**config.mk**
```make
export PLATFORM = sky130hd
export DESIGN_NAME = sequenced_command_frame_receiver_top
export DESIGN_NICKNAME = d
export VERILOG_FILES = /design/src/rtl/core/scfr_pkg.sv /design/src/rtl/core/scfr_frame.sv /design/src/rtl/core/sequenced_command_frame_receiver_top.sv
export VERILOG_INCLUDE_DIRS = /design/src /design/src/rtl/core
export SDC_FILE = /design/constraint.sdc
export NUM_CORES = 1
export LEC_CHECK = 0
export ABC_CLOCK_PERIOD_IN_PS = 6500
export BUFFER_PORTS_ARGS = -buffer_cell sky130_fd_sc_hd__buf_2
export CAP_MARGIN = 5
export CORE_ASPECT_RATIO = 0.9
export CORE_MARGIN = 4
export CORE_UTILIZATION = 40
export CTS_CLUSTER_DIAMETER = 30
export DETAILED_ROUTE_END_ITERATION = 10
export PLACE_DENSITY_LB_ADDON = 0.25
export SETUP_SLACK_MARGIN = 0.3
export SYNTH_ARGS = -nofsm -noshare
export SYNTH_HDL_FRONTEND = slang
export SYNTH_HIERARCHICAL = 1
export SYNTH_SLANG_ARGS = --single-unit
export TNS_END_PERCENT = 1
```
**constraint.sdc**
```tcl
create_clock -name clk -period 6.5 [get_ports clk]
set_input_delay 0.65 -clock clk [delete_from_list [all_inputs] [get_ports clk]]
set_output_delay 0.65 -clock clk [all_outputs]
set_load 0.005 [all_outputs]
```
**src/rtl/core/sequenced_command_frame_receiver_top_defines.svh**
```systemverilog
// Assertion macros shared by the receiver RTL.
`ifndef SEQUENCED_COMMAND_FRAME_RECEIVER_TOP_DEFINES_SVH
`define SEQUENCED_COMMAND_FRAME_RECEIVER_TOP_DEFINES_SVH

// Same-cycle implication, checked outside reset.
`define SCFR_ASSERT_IMP(lbl, clk, rst_n, ante, cons) \
  lbl: assert property (@(posedge clk) disable iff (!rst_n) (ante) |-> (cons)) \
    else $error("scfr assertion failed");

// Next-cycle implication, checked outside reset.
`define SCFR_ASSERT_NXT(lbl, clk, rst_n, ante, cons) \
  lbl: assert property (@(posedge clk) disable iff (!rst_n) (ante) |=> (cons)) \
    else $error("scfr assertion failed");

`endif

```
**src/rtl/core/scfr_pkg.sv**
```systemverilog
`timescale 1ns / 1ps

package scfr_pkg;

  localparam logic [7:0] START_BAR    = 8'h7C;
  localparam logic [7:0] NEWLINE      = 8'h0A;
  localparam int         BACKWARD_BIT = 7;

  // Item modes.
  localparam logic [1:0] MODE_BYTE    = 2'd0;
  localparam logic [1:0] MODE_ADVANCE = 2'd1;
  localparam logic [1:0] MODE_STATUS  = 2'd2;

  // Result kinds.
  localparam logic KIND_STATUS = 1'b0;
  localparam logic KIND_TX     = 1'b1;

  // Positions within a frame.
  localparam logic [2:0] POS_BAR    = 3'd0;
  localparam logic [2:0] POS_NUM0   = 3'd1;
  localparam logic [2:0] POS_NUM3   = 3'd4;
  localparam logic [2:0] POS_STATE  = 3'd5;
  localparam logic [2:0] POS_ACTION = 3'd6;
  localparam logic [2:0] POS_END    = 3'd7;

  // Beats of the outgoing status frame.
  localparam logic [2:0] BEAT_BAR  = 3'd0;
  localparam logic [2:0] BEAT_N3   = 3'd1;
  localparam logic [2:0] BEAT_N2   = 3'd2;
  localparam logic [2:0] BEAT_N1   = 3'd3;
  localparam logic [2:0] BEAT_N0   = 3'd4;
  localparam logic [2:0] BEAT_PAD  = 3'd5;
  localparam logic [2:0] BEAT_LAST = 3'd6;

  // Configuration registers.
  localparam logic       REG_OFF_STATE   = 1'b0;
  localparam logic       REG_START_STATE = 1'b1;
  localparam logic [7:0] OFF_STATE_RST   = 8'h00;
  localparam logic [7:0] START_STATE_RST = 8'h01;

  typedef struct packed {
    logic [1:0] mode;
    logic [7:0] rx_byte;
  } in_item_t;

  typedef struct packed {
    logic        result_kind;
    logic [7:0]  tx_byte;
    logic        tx_last;
    logic        frame_error;
    logic        frame_accepted;
    logic        game_off_event;
    logic        cmd_ready;
    logic        cmd_backward;
    logic [7:0]  cmd_data;
    logic [31:0] cmd_number;
    logic [7:0]  game_state;
  } out_item_t;

  typedef struct packed {
    logic frame_error;
    logic frame_accepted;
    logic game_off_event;
  } scfr_flags_t;

  typedef struct packed {
    logic [31:0] cmd_number;
    logic        cmd_backward;
    logic [7:0]  cmd_data;
    logic [7:0]  game_state;
    logic [31:0] ack_number;
  } scfr_view_t;

endpackage

```
**src/rtl/core/scfr_frame.sv**
```systemverilog
`timescale 1ns / 1ps

module scfr_frame (
  input  logic                 clk,
  input  logic                 rst_n,
  input  logic                 step,
  input  scfr_pkg::in_item_t   item,
  input  logic [7:0]           off_state_code,
  output scfr_pkg::scfr_flags_t flags,
  output scfr_pkg::scfr_view_t  view
);
  import scfr_pkg::*;

  logic [2:0]  pos_r,        pos_nxt;
  logic [31:0] num_acc_r,    num_acc_nxt;
  logic [7:0]  pend_state_r, pend_state_nxt;
  logic [7:0]  pend_act_r,   pend_act_nxt;
  logic [31:0] cur_num_r,    cur_num_nxt;
  logic        cur_bw_r,     cur_bw_nxt;
  logic [7:0]  cur_data_r,   cur_data_nxt;
  logic [31:0] nx_num_r,     nx_num_nxt;
  logic        nx_bw_r,      nx_bw_nxt;
  logic [7:0]  nx_data_r,    nx_data_nxt;
  logic [31:0] ack_r,        ack_nxt;
  logic [7:0]  game_r,       game_nxt;
  logic        fresh;
  logic [7:0]  b;

  assign b = item.rx_byte;
  // A frame must carry a number above the acknowledged number and both buffered ones.
  assign fresh = (num_acc_r > ack_r) && (num_acc_r > nx_num_r) && (num_acc_r > cur_num_r);

  always_comb begin
    pos_nxt        = pos_r;
    num_acc_nxt    = num_acc_r;
    pend_state_nxt = pend_state_r;
    pend_act_nxt   = pend_act_r;
    cur_num_nxt    = cur_num_r;
    cur_bw_nxt     = cur_bw_r;
    cur_data_nxt   = cur_data_r;
    nx_num_nxt     = nx_num_r;
    nx_bw_nxt      = nx_bw_r;
    nx_data_nxt    = nx_data_r;
    ack_nxt        = ack_r;
    game_nxt       = game_r;
    flags          = '0;
    if (step && item.mode == MODE_BYTE) begin
      if (pos_r == POS_BAR) begin
        if (b == START_BAR) begin
          num_acc_nxt = '0;
          pos_nxt     = POS_NUM0;
        end
      end else if (pos_r <= POS_ACTION && b == NEWLINE) begin
        flags.frame_error = 1'b1;
        pos_nxt           = POS_BAR;
      end else if (pos_r <= POS_NUM3) begin
        num_acc_nxt = {num_acc_r[23:0], b};
        pos_nxt     = pos_r + 3'd1;
      end else if (pos_r == POS_STATE) begin
        pend_state_nxt = b;
        pos_nxt        = POS_ACTION;
      end else if (pos_r == POS_ACTION) begin
        pend_act_nxt = b;
        pos_nxt      = POS_END;
      end else begin
        pos_nxt = POS_BAR;
        if (b != NEWLINE) begin
          flags.frame_error = 1'b1;
        end else if (fresh) begin
          flags.frame_accepted = 1'b1;
          game_nxt             = pend_state_r;
          if (pend_state_r == off_state_code) begin
            flags.game_off_event = 1'b1;
            cur_num_nxt  = '0;
            cur_bw_nxt   = 1'b0;
            cur_data_nxt = '0;
            nx_num_nxt   = '0;
            nx_bw_nxt    = 1'b0;
            nx_data_nxt  = '0;
          end else if (cur_num_r == '0) begin
            cur_num_nxt  = num_acc_r;
            cur_bw_nxt   = pend_act_r[BACKWARD_BIT];
            cur_data_nxt = pend_act_r;
          end else begin
            nx_num_nxt  = num_acc_r;
            nx_bw_nxt   = pend_act_r[BACKWARD_BIT];
            nx_data_nxt = pend_act_r;
          end
        end
      end
    end else if (step && item.mode == MODE_ADVANCE) begin
      if (cur_num_r > ack_r) begin
        ack_nxt = cur_num_r;
      end
      cur_num_nxt  = nx_num_r;
      cur_bw_nxt   = nx_bw_r;
      cur_data_nxt = nx_data_r;
      nx_num_nxt   = '0;
    end
  end

  // The result shows the state as it stands after this item.
  assign view.cmd_number   = cur_num_nxt;
  assign view.cmd_backward = cur_bw_nxt;
  assign view.cmd_data     = cur_data_nxt;
  assign view.game_state   = game_nxt;
  assign view.ack_number   = ack_nxt;

  always_ff @(posedge clk) begin
    if (!rst_n) begin
      pos_r        <= POS_BAR;
      num_acc_r    <= '0;
      pend_state_r <= '0;
      pend_act_r   <= '0;
      cur_num_r    <= '0;
      cur_bw_r     <= 1'b0;
      cur_data_r   <= '0;
      nx_num_r     <= '0;
      nx_bw_r      <= 1'b0;
      nx_data_r    <= '0;
      ack_r        <= '0;
      game_r       <= START_STATE_RST;
    end else begin
      pos_r        <= pos_nxt;
      num_acc_r    <= num_acc_nxt;
      pend_state_r <= pend_state_nxt;
      pend_act_r   <= pend_act_nxt;
      cur_num_r    <= cur_num_nxt;
      cur_bw_r     <= cur_bw_nxt;
      cur_data_r   <= cur_data_nxt;
      nx_num_r     <= nx_num_nxt;
      nx_bw_r      <= nx_bw_nxt;
      nx_data_r    <= nx_data_nxt;
      ack_r        <= ack_nxt;
      game_r       <= game_nxt;
    end
  end

endmodule

```
**src/rtl/core/sequenced_command_frame_receiver_top.sv**
```systemverilog
`timescale 1ns / 1ps

// Command frame receiver. Each request carries a link byte, an advance or a
// status request; byte and advance requests produce one status result each and
// can be taken every cycle while the output is not stalled; each passes through
// an input register and then a result register on its way to the result. A
// status request produces seven transmit results ('|', the acknowledged number
// big-endian, a zero byte and a newline) and holds the input register until its
// last result is taken into the output register, since every result passes
// through the single output register. The start state code register has no
// effect on the game state; reset restores it to one, and the game state after
// reset is one. No clearing pass follows reset.
module sequenced_command_frame_receiver_top (
  input  logic                clk,
  input  logic                rst_n,
  input  logic                in_valid,
  output logic                in_ready,
  input  scfr_pkg::in_item_t  in_item,
  output logic                out_valid,
  input  logic                out_ready,
  output scfr_pkg::out_item_t out_item,
  input  logic                cfg_psel,
  input  logic                cfg_penable,
  input  logic                cfg_pwrite,
  input  logic [2:0]          cfg_paddr,
  input  logic [31:0]         cfg_pwdata,
  output logic [31:0]         cfg_prdata,
  output logic                cfg_pready
);
  import scfr_pkg::*;

`include "sequenced_command_frame_receiver_top_defines.svh"

  logic        item_valid_r;
  in_item_t    item_r;
  logic [2:0]  beat_r, beat_nxt;
  logic        out_valid_r;
  out_item_t   out_r, result;
  logic [7:0]  off_state_r;
  logic [7:0]  start_state_r;
  logic        out_free, is_status, emit, item_done, step, cfg_wr;
  logic [7:0]  status_byte;
  scfr_flags_t flags;
  scfr_view_t  view;

  assign out_free  = !out_valid_r || out_ready;
  assign is_status = (item_r.mode == MODE_STATUS);
  assign emit      = item_valid_r && out_free;
  assign item_done = emit && (!is_status || beat_r == BEAT_LAST);
  assign step      = emit && !is_status;
  assign in_ready  = !item_valid_r || item_done;
  assign beat_nxt  = (beat_r == BEAT_LAST) ? BEAT_BAR : beat_r + 3'd1;

  scfr_frame u_frame (
    .clk            (clk),
    .rst_n          (rst_n),
    .step           (step),
    .item           (item_r),
    .off_state_code (off_state_r),
    .flags          (flags),
    .view           (view)
  );

  always_comb begin
    case (beat_r)
      BEAT_BAR:  status_byte = START_BAR;
      BEAT_N3:   status_byte = view.ack_number[31:24];
      BEAT_N2:   status_byte = view.ack_number[23:16];
      BEAT_N1:   status_byte = view.ack_number[15:8];
      BEAT_N0:   status_byte = view.ack_number[7:0];
      BEAT_PAD:  status_byte = 8'h00;
      BEAT_LAST: status_byte = NEWLINE;
      default:   status_byte = 8'h00;
    endcase
  end

  always_comb begin
    result.cmd_ready    = (view.cmd_number != '0);
    result.cmd_backward = view.cmd_backward;
    result.cmd_data     = view.cmd_data;
    result.cmd_number   = view.cmd_number;
    result.game_state   = view.game_state;
    if (is_status) begin
      result.result_kind    = KIND_TX;
      result.tx_byte        = status_byte;
      result.tx_last        = (beat_r == BEAT_LAST);
      result.frame_error    = 1'b0;
      result.frame_accepted = 1'b0;
      result.game_off_event = 1'b0;
    end else begin
      result.result_kind    = KIND_STATUS;
      result.tx_byte        = 8'h00;
      result.tx_last        = 1'b1;
      result.frame_error    = flags.frame_error;
      result.frame_accepted = flags.frame_accepted;
      result.game_off_event = flags.game_off_event;
    end
  end

  always_ff @(posedge clk) begin
    if (!rst_n) begin
      item_valid_r <= 1'b0;
      beat_r       <= BEAT_BAR;
      out_valid_r  <= 1'b0;
    end else begin
      if (in_valid && in_ready) begin
        item_valid_r <= 1'b1;
      end else if (item_done) begin
        item_valid_r <= 1'b0;
      end
      if (emit && is_status) begin
        beat_r <= beat_nxt;
      end
      if (emit) begin
        out_valid_r <= 1'b1;
      end else if (out_ready) begin
        out_valid_r <= 1'b0;
      end
    end
  end

  always_ff @(posedge clk) begin
    if (in_valid && in_ready) begin
      item_r <= in_item;
    end
    if (emit) begin
      out_r <= result;
    end
  end

  assign out_valid = out_valid_r;
  assign out_item  = out_r;

  // Configuration port: one byte register per word address.
  assign cfg_pready = 1'b1;
  assign cfg_wr     = cfg_psel && cfg_penable && cfg_pwrite && cfg_pready;

  always_ff @(posedge clk) begin
    if (!rst_n) begin
      off_state_r   <= OFF_STATE_RST;
      start_state_r <= START_STATE_RST;
    end else if (cfg_wr) begin
      case (cfg_paddr[2])
        REG_OFF_STATE:   off_state_r   <= cfg_pwdata[7:0];
        REG_START_STATE: start_state_r <= cfg_pwdata[7:0];
        default:         off_state_r   <= off_state_r;
      endcase
    end
  end

  always_comb begin
    case (cfg_paddr[2])
      REG_OFF_STATE:   cfg_prdata = {24'h000000, off_state_r};
      REG_START_STATE: cfg_prdata = {24'h000000, start_state_r};
      default:         cfg_prdata = 32'h00000000;
    endcase
  end

  `SCFR_ASSERT_IMP(a_beat_owner, clk, rst_n, beat_r != BEAT_BAR, item_valid_r && is_status)
  `SCFR_ASSERT_NXT(a_status_end, clk, rst_n, emit && is_status && beat_r == BEAT_LAST, out_valid_r && out_r.tx_last && out_r.tx_byte == NEWLINE && beat_r == BEAT_BAR)
  `SCFR_ASSERT_IMP(a_accept_clean, clk, rst_n, out_valid_r && out_r.frame_accepted, !out_r.frame_error && out_r.result_kind == KIND_STATUS)

endmodule
```
==> impl_results.md, run 1 <==
- Status: completed
- Clk_lat worst skew: 0.60 ns
- Async set or reset register ratio after synthesis: 0
- Seq/Total Area, Yosys: 0.4042
- Critical path endpoint category: flip-flop
- Clock Skew: 0.04528 ns
- Reg clk slew, reported paths: 0.05 ns
- H-Tree Depth: 2
- Cell Chain, Critical Path: ha_1 -> nor2b_1 -> o211ai_1 -> a21oi_1 -> o311ai_0 -> nand2b_1 -> nor3b_4 -> o21ai_2 -> buf_4 -> a21oi_1 -> nor4_1 -> nand4_1 -> or2_1
- Vias per cell: 5.603
- Layout overhead on the synthesized area: 19.81%
- Crit path DAT: 5.57 ns
- Top post-synthesis cells by count: dfxtp_1, nand2_1, ha_1
- Count of cell types in the netlist: 92
- Clock tree from TritonCTS: built
- Max clock buf depth: 3
- Core Area: 36,580 um2
- Routability Congestion: 0.9423
- Syn Std Cell Area: 14,980 um2
- Worst min path class: in2reg
- RSZ-0062 raised after global routing: no
- Met1 WL: 20.52 mm
- CP max stage cell: nand2b_1
- Final period util: 0.8037
- Ratio of cells with drive above 1 in the final layout: 0.1579
- Max Cap Violations: 0
- Pin count of the biggest net entering global routing: 88
- Area of the multi-input gates: 8010 um2
- Register area: 6056 um2
- Maximum clock frequency: 191.4 MHz
- Setup TNS: 0 ns
- Critical path's top delay family: simple AND/OR/NAND/NOR gates
- Most frequent cell after synthesis: dfxtp_1
- Fill count: 3,430
- Post-synth EDFFs: 73
- Top-level I/O count: 150
- CP max FO: 21
- Initial drt markers: 957
- Slew Viols, Final: 0
- Data required, critical path: 6.84 ns
- Post-DP HPWL: 32.00 mm
- Crit path buf inv count: 1
- GRT Overall Usage: 0.2165
- Final nets: 1,899
- Vias in the first global route: 12,060
- Initial antenna violation count: 2
- Top Layer Used: met5
- Clock root buffer: clkbuf_16
- Die area: 40,620 um2
- Row Count: 66
- WL/cell: 19.94 um
- Worst slew pin tran: 1.026 ns
- Fin. Hold Viols: 0
- Global route total overflow: 0
- Total CTS buffers: 61
- Port Buffers: 98
- Number of synthesized register bits: 266
- Area contributors post-synth: dfxtp_1, edfxtp_1, ha_1
- Routed vias: 12,570
- Top-area cell type share of the netlist area: 0.2579
- Relative slew slack: 0.3163
- Remaining DRCs: 0
- Met2 routed wirelength: 20.07 mm
- Drt total wl: 44.72 mm
- Critical Path Most Common Cell: a21oi_1
- Maximum vdd drop: 251.7 uV
- Cells after Synth: 1,619
- First-pass GRT wire length: 69.13 mm
- Pleak: 7.100 nW
- Antenna Violating Nets Remaining: 0
- Clock sinks: 266
- Max stage delay on crit path: 0.66 ns
- Crit Path Class: reg2reg
- Die span in x: 212.0 um
- Initial core utilization: 0.4095
- Post_cts resized: 0
- Final setup fails: 0
- Pwr per Cell Area: 293.1 nW/um2
- Tmin final: 5.224 ns
- Avg Cell Area, Syn: 9.253 um2
- CP Launch Type: flip-flop
- YS warnings: 6
- Fin util: 0.4906
- Die H: 191.6 um
- Hold buffers post-CTS: 0
- Ys flop type: dfxtp_1
- # diodes: 0
- Synth area leader: dfxtp_1
- DR pass1 iterations: 5
- Met3 wire length: 2.825 mm
- Post-CTS setup buffers: 0
-- layout make-up --
| cell class | count | share of cell area |
|---|---|---|
| multi-input cells | 1152 | 0.4463 |
| flip-flops and latches | 266 | 0.3374 |
| clock buffers | 70 | 0.08860 |
| repair buffers | 115 | 0.03527 |
| clock inverters | 46 | 0.03451 |
| well taps | 476 | 0.03318 |
| inverters | 118 | 0.02475 |
-- layer usage --
metal	GRT usage	up-vias
met4	0.07155	2
met2	0.3354	432
li1	-	6010
met5	0	-
met3	0.03299	92
met1	0.3103	6032
-- flip-flops by register name (all words and copies together) (netlist names), 7 cells and up --
name                  cells
u_frame/pend_act_r        8
u_frame/nx_data_r         7
start_state_r             8
u_frame/nx_num_r         32
out_item                 63
u_frame/ack_r            32
item_r                   10
u_frame/cur_num_r        32
off_state_r               8
u_frame/cur_data_r        8
u_frame/pend_state_r      8
u_frame/game_r            8
u_frame/num_acc_r        32
-- cells in the final DEF, fill, tap and decap left out, types with 32 or more instances in the layout --
master,instances
dfxtp_1,193
nand2_1,171
ha_1,133
nor2_1,122
a21oi_1,119
inv_1,114
buf_2,97
mux2i_1,89
edfxtp_1,73
clkbuf_16,61
nand3_1,49
and2_1,38
nand4_1,37
a22o_1,32
-- worst reg2reg max path: cells and delay by family (launching register included) --
family | cells | cell delay [ns]
AOI/OAI and AO/OA | 5 | 1.50
DFF | 1 | 0.53
and+or+nand+nor | 6 | 2.28
adders and majority gates | 1 | 0.31
buffers and inverters | 1 | 0.35
-- per-stage QoR --
step / area (um2) / setup WS, ns / power (mW) / hold slack, ns / cells
floorplan: 15070 / 2.954 / 1.989 / 0.4316 / 1642
global placement: 15740 / 1.425 / 2.075 / 0.4397 / 2127
detailed placement: 15740 / 1.423 / 2.079 / 0.4449 / 2127
CTS: 17950 / 1.383 / 5.310 / 0.1902 / 2243
global route: 17950 / 1.076 / 5.430 / 0.1986 / 2243
finish: 17950 / 1.276 / 5.260 / 0.2206 / 2243
-- report_power, final --
part           switching (mW)  internal [mW]  total, mW  leakage [nW]
Clock                    1.04           2.17       3.21          1.05
Combinational           0.198         0.0888      0.287          3.80
Sequential             0.0220           1.74       1.76          2.25
Total                    1.26           4.00       5.26          7.10
-- logic make-up after synthesis --
logic type | synth area share
xor+xnor | 0.004677
simple gates | 0.1701
flops | 0.4042
buf+inv | 0.06916
compound gates | 0.1628
other cells | 0.0005013
mux | 0.07751
fa+ha+maj | 0.1111
-- worst paths after layout --
check / slack (ns) / end / start / depth (start not counted)
min: 0.22 / item_r[9] / in_item[9] / 1
max: 1.28 / out_item[49] / u_frame/num_acc_r[1] / 13
min reg2reg: 0.45 / start_state_r[1] / start_state_r[1] / 2
max reg2reg: 1.28 / out_item[49] / u_frame/num_acc_r[1] / 13
Note: power is estimated with default switching activity, not from simulation.
==> run 2, diff against run 1 <==
--- a/config.mk
+++ b/config.mk
@@ -6,7 +6,8 @@
 export SDC_FILE = /design/constraint.sdc
 export NUM_CORES = 1
 export LEC_CHECK = 0
-export ABC_CLOCK_PERIOD_IN_PS = 6500
+export ABC_AREA = 1
+export ABC_CLOCK_PERIOD_IN_PS = 4500
 export BUFFER_PORTS_ARGS = -buffer_cell sky130_fd_sc_hd__buf_2
 export CAP_MARGIN = 5
 export CORE_ASPECT_RATIO = 0.9
==> constraint.sdc (replaced) <==
create_clock -name clk -period 4.5 [get_ports clk]
set_input_delay 0.45 -clock clk [delete_from_list [all_inputs] [get_ports clk]]
set_output_delay 0.45 -clock clk [all_outputs]
set_load 0.005 [all_outputs]
==> run 2 against run 1 <==
Compared with the run above:
- clock skew down 0.025 ns
- sequential share of layout area down 1.6 points
- non-clock buffer count grew 23
- power increased by 56%
- cell count rose by 24%
==> impl_results.md, run 2 <==
- Syn Std Cell Area: 15,570 um2 (was 14,980 um2)
- Status: completed (unchanged)
- Tmin final: 3.831 ns (was 5.224 ns)
- Clk_lat worst skew: 0.56 ns (was 0.60 ns)
- Max stage delay on crit path: 0.42 ns (was 0.66 ns)
- Ys flop type: dfxtp_1 (unchanged)
- CP max FO: 9 (was 21)
- Crit path DAT: 4.13 ns (was 5.57 ns)
- Most frequent cell after synthesis: nand2_1 (was dfxtp_1)
- Layout overhead on the synthesized area: 20.93% (was 19.81%)
- Crit path buf inv count: 1 (unchanged)
- Ratio of cells with drive above 1 in the final layout: 0.1372 (was 0.1579)
- Critical Path Most Common Cell: nand2_1 (was a21oi_1)
- Hold buffers post-CTS: 0 (unchanged)
- Commonest non-fill, non-tap cell in the layout: nand2_1 (was dfxtp_1)
- Pin count of the biggest net entering global routing: 65 (was 88)
- Clock power share: 0.590 (was 0.610)
- Setup TNS: 0 ns (unchanged)
- CP max stage cell: dfxtp_1 (was nand2b_1)
- Area of the multi-input gates: 7930 um2 (was 8010 um2)
- Critical path's top delay family: simple AND/OR/NAND/NOR gates (unchanged)
- Post-synth EDFFs: 73 (unchanged)
- Data required, critical path: 4.80 ns (was 6.84 ns)
- Antenna Violating Nets Remaining: 0 (unchanged)
- DR pass1 iterations: 8 (was 5)
- Vias per cell: 5.299 (was 5.603)
- Cells after Synth: 2,083 (was 1,619)
- Top-area cell type share of the netlist area: 0.2481 (was 0.2579)
- Row Count: 68 (was 66)
- Post-CTS setup buffers: 0 (unchanged)
- Routability Congestion: 0.9239 (was 0.9423)
- Fin. Hold Viols: 0 (unchanged)
- Critical path endpoint category: flip-flop (unchanged)
- Post-route cell area: 18,830 um2 (was 17,950 um2)
- Die H: 195.2 um (was 191.6 um)
- # diodes: 0 (unchanged)
- Routed vias: 14,760 (was 12,570)
- Pleak: 8.973 nW (was 7.100 nW)
- Count of cell types in the netlist: 52 (was 92)
- GRT Overall Usage: 0.2326 (was 0.2165)
- Max Cap Violations: 0 (unchanged)
- Top-level I/O count: 150 (unchanged)
- WL/cell: 18.13 um (was 19.94 um)
- Die area: 42,150 um2 (was 40,620 um2)
- Most frequent cells in the layout: nand2_1, inv_1, a21oi_1, nor2_1, dfxtp_1 (was dfxtp_1, nand2_1, ha_1, nor2_1, a21oi_1)
- Fill count: 3,769 (was 3,430)
- Remaining DRCs: 0 (unchanged)
- YS warnings: 6 (unchanged)
- Async set or reset register ratio after synthesis: 0 (unchanged)
- Relative slew slack: 0.4466 (was 0.3163)
- Vias in the first global route: 13,880 (was 12,060)
- Seq pwr share: 0.315 (was 0.335)
- Clock tree from TritonCTS: built (unchanged)
- Hold Slack: 0.06386 ns (was 0.2206 ns)
- H-Tree Depth: 3 (was 2)
- Total CTS buffers: 69 (was 61)
- Worst min path class: in2reg (unchanged)
- Avg Cell Area, Syn: 7.475 um2 (was 9.253 um2)
- Clock root buffer: clkbuf_16 (unchanged)
- Core Area: 38,370 um2 (was 36,580 um2)
- Final period util: 0.8513 (was 0.8037)
- Maximum clock frequency: 261.0 MHz (was 191.4 MHz)
- Final nets: 2,388 (was 1,899)
- Initial core utilization: 0.4058 (was 0.4095)
- Area contributors post-synth: dfxtp_1, edfxtp_1, nand2_1 (was dfxtp_1, edfxtp_1, ha_1)
- Final setup fails: 0 (unchanged)
- Reg clk slew, reported paths: 0.05 ns (about the same)
- Max clock buf depth: 3 (unchanged)
- Initial drt markers: 1,325 (was 957)
- Combinational share of power: 0.096 (was 0.055)
- Worst slew pin tran: 0.8301 ns (was 1.026 ns)
- Port Buffers: 98 (unchanged)
- Max reg flops: 63 (unchanged)
- Global route total overflow: 0 (unchanged)
- Seq/Total Area, Yosys: 0.3889 (was 0.4042)
- Clock sinks: 266 (unchanged)
- Post-DP HPWL: 36.10 mm (was 32.00 mm)
- Cell Chain, Critical Path: ha_1 -> nand2_1 -> nor2_1 -> nand2_1 -> nor2_2 -> and2_1 -> nand2_1 -> nand2_1 -> o21ai_0 -> nor2_2 -> nand3_2 -> nand2_1 -> nand3_1 -> nand2_1 -> inv_1 -> nor2_1 -> nand4_1 -> nor2_1 -> nand2_1 (was ha_1 -> nor2b_1 -> o211ai_1 -> a21oi_1 -> o311ai_0 -> nand2b_1 -> nor3b_4 -> o21ai_2 -> buf_4 -> a21oi_1 -> nor4_1 -> nand4_1 -> or2_1)
- Synth area leader: dfxtp_1 (unchanged)
- CP Launch Type: flip-flop (unchanged)
- Number of synthesized register bits: 266 (unchanged)
- Slew Viols, Final: 0 (unchanged)
- P_int: 6.072 mW (was 4.000 mW)
- First-pass GRT wire length: 77.62 mm (was 69.13 mm)
- Post_cts resized: 0 (unchanged)
- Sw Pwr: 2.124 mW (was 1.260 mW)
- Maximum vdd drop: 302.8 uV (was 251.7 uV)
- Drt total wl: 50.49 mm (was 44.72 mm)
- Crit Path Class: reg2reg (unchanged)
- Register area: 6056 um2 (unchanged)
- Clock Skew: 0.02014 ns (was 0.04528 ns)
- Pwr per Cell Area: 435.2 nW/um2 (was 293.1 nW/um2)
- Top post-synthesis cells by count: nand2_1, inv_1, a21oi_1 (was dfxtp_1, nand2_1, ha_1)
- Switching Share: 0.2592 (was 0.2395)
- Die span in x: 216.0 um (was 212.0 um)
- Placed Area: 16,520 um2 (was 15,740 um2)
- RSZ-0062 raised after global routing: no (unchanged)
- Initial antenna violation count: 1 (was 2)
## run 2: power groups by stage
stage | clock network (mW) | registers (mW) | logic [mW]
4_1_cts | 4.90 | 2.58 | 0.774
3_5_place_dp | 0 | 2.62 | 0.769
3_3_place_gp | 0 | 2.62 | 0.752
5_1_grt | 5.02 | 2.58 | 0.864
6_report | 4.83 | 2.58 | 0.783
2_1_floorplan | 0 | 2.61 | 0.508
## run 2: per-stage QoR
stage               power (mW)  worst slack (ns)  utilization  std cells
floorplan                3.118             1.744            -       2106
global placement         3.371            0.7619       0.4306       2657
detailed placement       3.389            0.6974       0.4306       2657
CTS                      8.251            0.6642       0.4907       2785
global route             8.472            0.4248       0.4907       2785
finish                   8.196            0.6690       0.4907       2785
## run 2: worst paths after layout
| check | endpoint | startpoint | slack [ns] | cells after the start |
|---|---|---|---|---|
| setup / recovery | out_item[49] | u_frame/num_acc_r[23] | 0.67 | 19 |
| hold / removal | item_r[7] | in_item[7] | 0.06 | 1 |
| setup reg to reg | out_item[49] | u_frame/num_acc_r[23] | 0.67 | 19 |
| hold reg to reg | u_frame/nx_data_r[1] | u_frame/nx_data_r[1] | 0.46 | 2 |
## run 2: logic make-up (layout without fill, tap and decap cells)
logic type	count (synthesis)	count (layout)	synth area share
buffers and inverters	393	547	0.1094
AOI/OAI and AO/OA	388	388	0.1418
DFF	266	266	0.3889
xor gates and xnor gates	7	7	0.003937
adders and majority gates	133	133	0.1069
and+or+nand+nor	894	894	0.2486
other	2	25	0.0004823
## run 2: cell type report
class	count	area share
clock buffers	90	0.1025
clock inverters	38	0.02000
inverters	281	0.05661
multi-input cells	1447	0.4211
flip-flops and latches	266	0.3216
well taps	525	0.03488
repair buffers	138	0.04332
## run 2: worst reg2reg max path, stage by stage, from the launching register on
cell and delay (ns):
dfxtp_1 0.42, ha_1 0.37, nand2_1 0.08, nor2_1 0.18, nand2_1 0.09, nor2_2 0.16
and2_1 0.14, nand2_1 0.06, nand2_1 0.12, o21ai_0 0.15, nor2_2 0.30, nand3_2 0.38
nand2_1 0.16, nand3_1 0.09, nand2_1 0.12, inv_1 0.07, nor2_1 0.12, nand4_1 0.17
nor2_1 0.32, nand2_1 0.08
## run 2: metal layers
| layer | track usage | routed length, um | vias up |
|---|---|---|---|
| li1 | - | - | 7123 |
| met1 | 0.3245 | 22100 | 6869 |
| met2 | 0.3687 | 22550 | 651 |
| met3 | 0.04045 | 4442 | 114 |
| met4 | 0.07371 | 1386 | 0 |
| met5 | 0 | 0 | - |
==> run 3, diff against run 2 <==
--- a/config.mk
+++ b/config.mk
@@ -10,6 +10,8 @@
 export ABC_CLOCK_PERIOD_IN_PS = 4500
 export BUFFER_PORTS_ARGS = -buffer_cell sky130_fd_sc_hd__buf_2
 export CAP_MARGIN = 5
+export CELL_PAD_IN_SITES_DETAIL_PLACEMENT = 1
+export CELL_PAD_IN_SITES_GLOBAL_PLACEMENT = 1
 export CORE_ASPECT_RATIO = 0.9
 export CORE_MARGIN = 4
 export CORE_UTILIZATION = 40
==> run 3 against run 2 <==
Compared with the run above:
- global-route usage is 3.6 points higher
- non-clock buffer count shrank 2
- count of clock-buffer cells in the layout down 6
- power grew 1.3%
- sequential power hardly changed
- highest routed layer unchanged
- core utilization up 0.15 points
- critical path depth rose by 1
- via count is 2.8% higher
- worst hold slack got worse by 0.026 ns
- critical path type unchanged
==> impl_results.md, run 3 (synthesis results as in run 2) <==
- Status: completed (unchanged)
- Global route total overflow: 0 (unchanged)
- Post-CTS setup buffers: 0 (unchanged)
- Relative slew slack: 0.1854 (was 0.4466)
- # diodes: 0 (unchanged)
- Port Buffers: 98 (unchanged)
- Final setup fails: 0 (unchanged)
- Die span in x: 216.0 um (unchanged)
- Setup TNS: 0 ns (unchanged)
- Vias in the first global route: 15,620 (was 13,880)
- WL/cell: 20.66 um (was 18.13 um)
- Vias per cell: 5.442 (was 5.299)
- Crit Path Class: reg2reg (unchanged)
- Critical path endpoint category: flip-flop (unchanged)
- Routed vias: 15,170 (was 14,760)
- Ratio of cells with drive above 1 in the final layout: 0.1370 (was 0.1372)
- CP Launch Type: flip-flop (unchanged)
- Pleak: 8.974 nW (was 8.973 nW)
- Data required, critical path: 4.83 ns (was 4.80 ns)
- Tmin final: 3.965 ns (was 3.831 ns)
- Initial antenna violation count: 0 (was 1)
- H-Tree Depth: 3 (unchanged)
- Drt total wl: 57.60 mm (was 50.49 mm)
- Reg clk slew, reported paths: 0.04 ns (was 0.05 ns)
- Clock sinks: 266 (unchanged)
- First-pass GRT wire length: 88.57 mm (was 77.62 mm)
- Met2 Use GR: 0.4491 (was 0.3687)
- Die area: 42,150 um2 (unchanged)
- Post-DP HPWL: 40.53 mm (was 36.10 mm)
- Final period util: 0.8810 (was 0.8513)
- Commonest non-fill, non-tap cell in the layout: nand2_1 (unchanged)
- Remaining DRCs: 0 (unchanged)
- Initial drt markers: 946 (was 1,325)
- Final nets: 2,389 (was 2,388)
- Total power: 8.305 mW (was 8.196 mW)
- Worst slew pin tran: 1.222 ns (was 0.8301 ns)
- Maximum vdd drop: 262.2 uV (was 302.8 uV)
- Hold Slack: 0.03803 ns (was 0.06386 ns)
- GRT Overall Usage: 0.2684 (was 0.2326)
- Row Count: 68 (unchanged)
- Max Cap Violations: 0 (unchanged)
- Worst min path class: in2reg (unchanged)
- Total CTS buffers: 72 (was 69)
- Fin. Hold Viols: 0 (unchanged)
- Met3 usage in global routing: 0.05664 (was 0.04045)
- Slew Viols, Final: 0 (unchanged)
- Clock root buffer: clkbuf_16 (unchanged)
- Gr busiest metal: met2 (unchanged)
- Pwr per Cell Area: 439.7 nW/um2 (was 435.2 nW/um2)
- Post-route cell area: 18,890 um2 (was 18,830 um2)
- Max reg flops: 63 (unchanged)
- Top-level I/O count: 150 (unchanged)
- Crit path DAT: 4.29 ns (was 4.13 ns)
- Global routing met1 resource utilization: 0.3469 (was 0.3245)
- Die H: 195.2 um (unchanged)
- Clock tree from TritonCTS: built (unchanged)
- Layout overhead on the synthesized area: 21.29% (was 20.93%)
- CP max FO: 8 (was 9)
- Clk_lat worst skew: 0.60 ns (was 0.56 ns)
- Max clock buf depth: 3 (unchanged)
- RSZ-0062 raised after global routing: no (unchanged)
- DR pass1 iterations: 5 (was 8)
- Routability Congestion: 0.8943 (was 0.9239)
- Placed Area: 16,500 um2 (was 16,520 um2)
- Initial core utilization: 0.4058 (unchanged)
- Maximum clock frequency: 252.2 MHz (was 261.0 MHz)
- Reg2Reg Depth: 20 (was 19)
- Core Area: 38,370 um2 (unchanged)
- Antenna Violating Nets Remaining: 0 (unchanged)
- Most frequent cells in the layout: nand2_1, inv_1, a21oi_1, nor2_1, dfxtp_1 (unchanged)
- Clock Skew: 0.02449 ns (was 0.02014 ns)
- Pin count of the biggest net entering global routing: 85 (was 65)
- Hold depth: 1 (unchanged)
run 3: final timing paths:
path / from / slack, ns / end
worst min register to register: u_frame/nx_bw_r / 0.46 / u_frame/nx_bw_r
worst max-delay path: u_frame/ack_r[27] / 0.54 / out_item[49]
worst max register to register: u_frame/ack_r[27] / 0.54 / out_item[49]
worst min-delay path: in_item[6] / 0.04 / item_r[6]
run 3: per-layer routing:
layer	part of all wire	wire length, um
met2	0.48	27400
met3	0.060	3469
met5	0	0
met4	0.028	1619
met1	0.44	25120
run 3: repair_timing:
item | in CTS | in global routing
gates resized for setup | 0 | 1
hold buffers | 3 | 0
endpoints found under the hold margin | 3 | 0
endpoints found under the setup margin | 0 | 1
run 3: report_power, final:
part	total, mW	internal [mW]	switching, mW
Clock	4.90	3.22	1.68
Sequential	2.58	2.54	0.0398
Combinational	0.828	0.228	0.599
run 3: final cells by class:
cell class | instances | area [um2]
Clock buffer | 84 | 1897
Fill cell | 4743 | 19480
Sequential cell | 266 | 6056
Timing Repair Buffer | 136 | 820.8
Clock inverter | 49 | 452.9
Inverter | 281 | 1066
Tap cell | 525 | 656.9
Multi-Input combinational cell | 1447 | 7938
run 3: critical path, cell delays in order (launching register included):
cell and delay [ns]:
dfxtp_1 0.30, inv_1 0.08, ha_1 0.33, nand2_1 0.10, nor2_1 0.28, nand2_1 0.14
nor2_2 0.19, and2_1 0.15, nand2_1 0.06, nand2_1 0.07, nor2_1 0.05, nor2_1 0.14
nand4_1 0.15, nor2_1 0.25, nor2_1 0.28, nand3_1 0.18, nand2_1 0.14, nor2_1 0.13
nand4_1 0.19, nor2_1 0.39, nand2_1 0.09
run 3: per-stage QoR:
stage,setup slack [ns],instances,util
6_report,0.5354,2788,0.4922
5_1_grt,0.3801,2788,0.4922
4_1_cts,0.5232,2788,0.4920
3_5_place_dp,0.6186,2652,0.4300
3_3_place_gp,0.6772,2652,0.4300
2_1_floorplan,1.744,2106,-
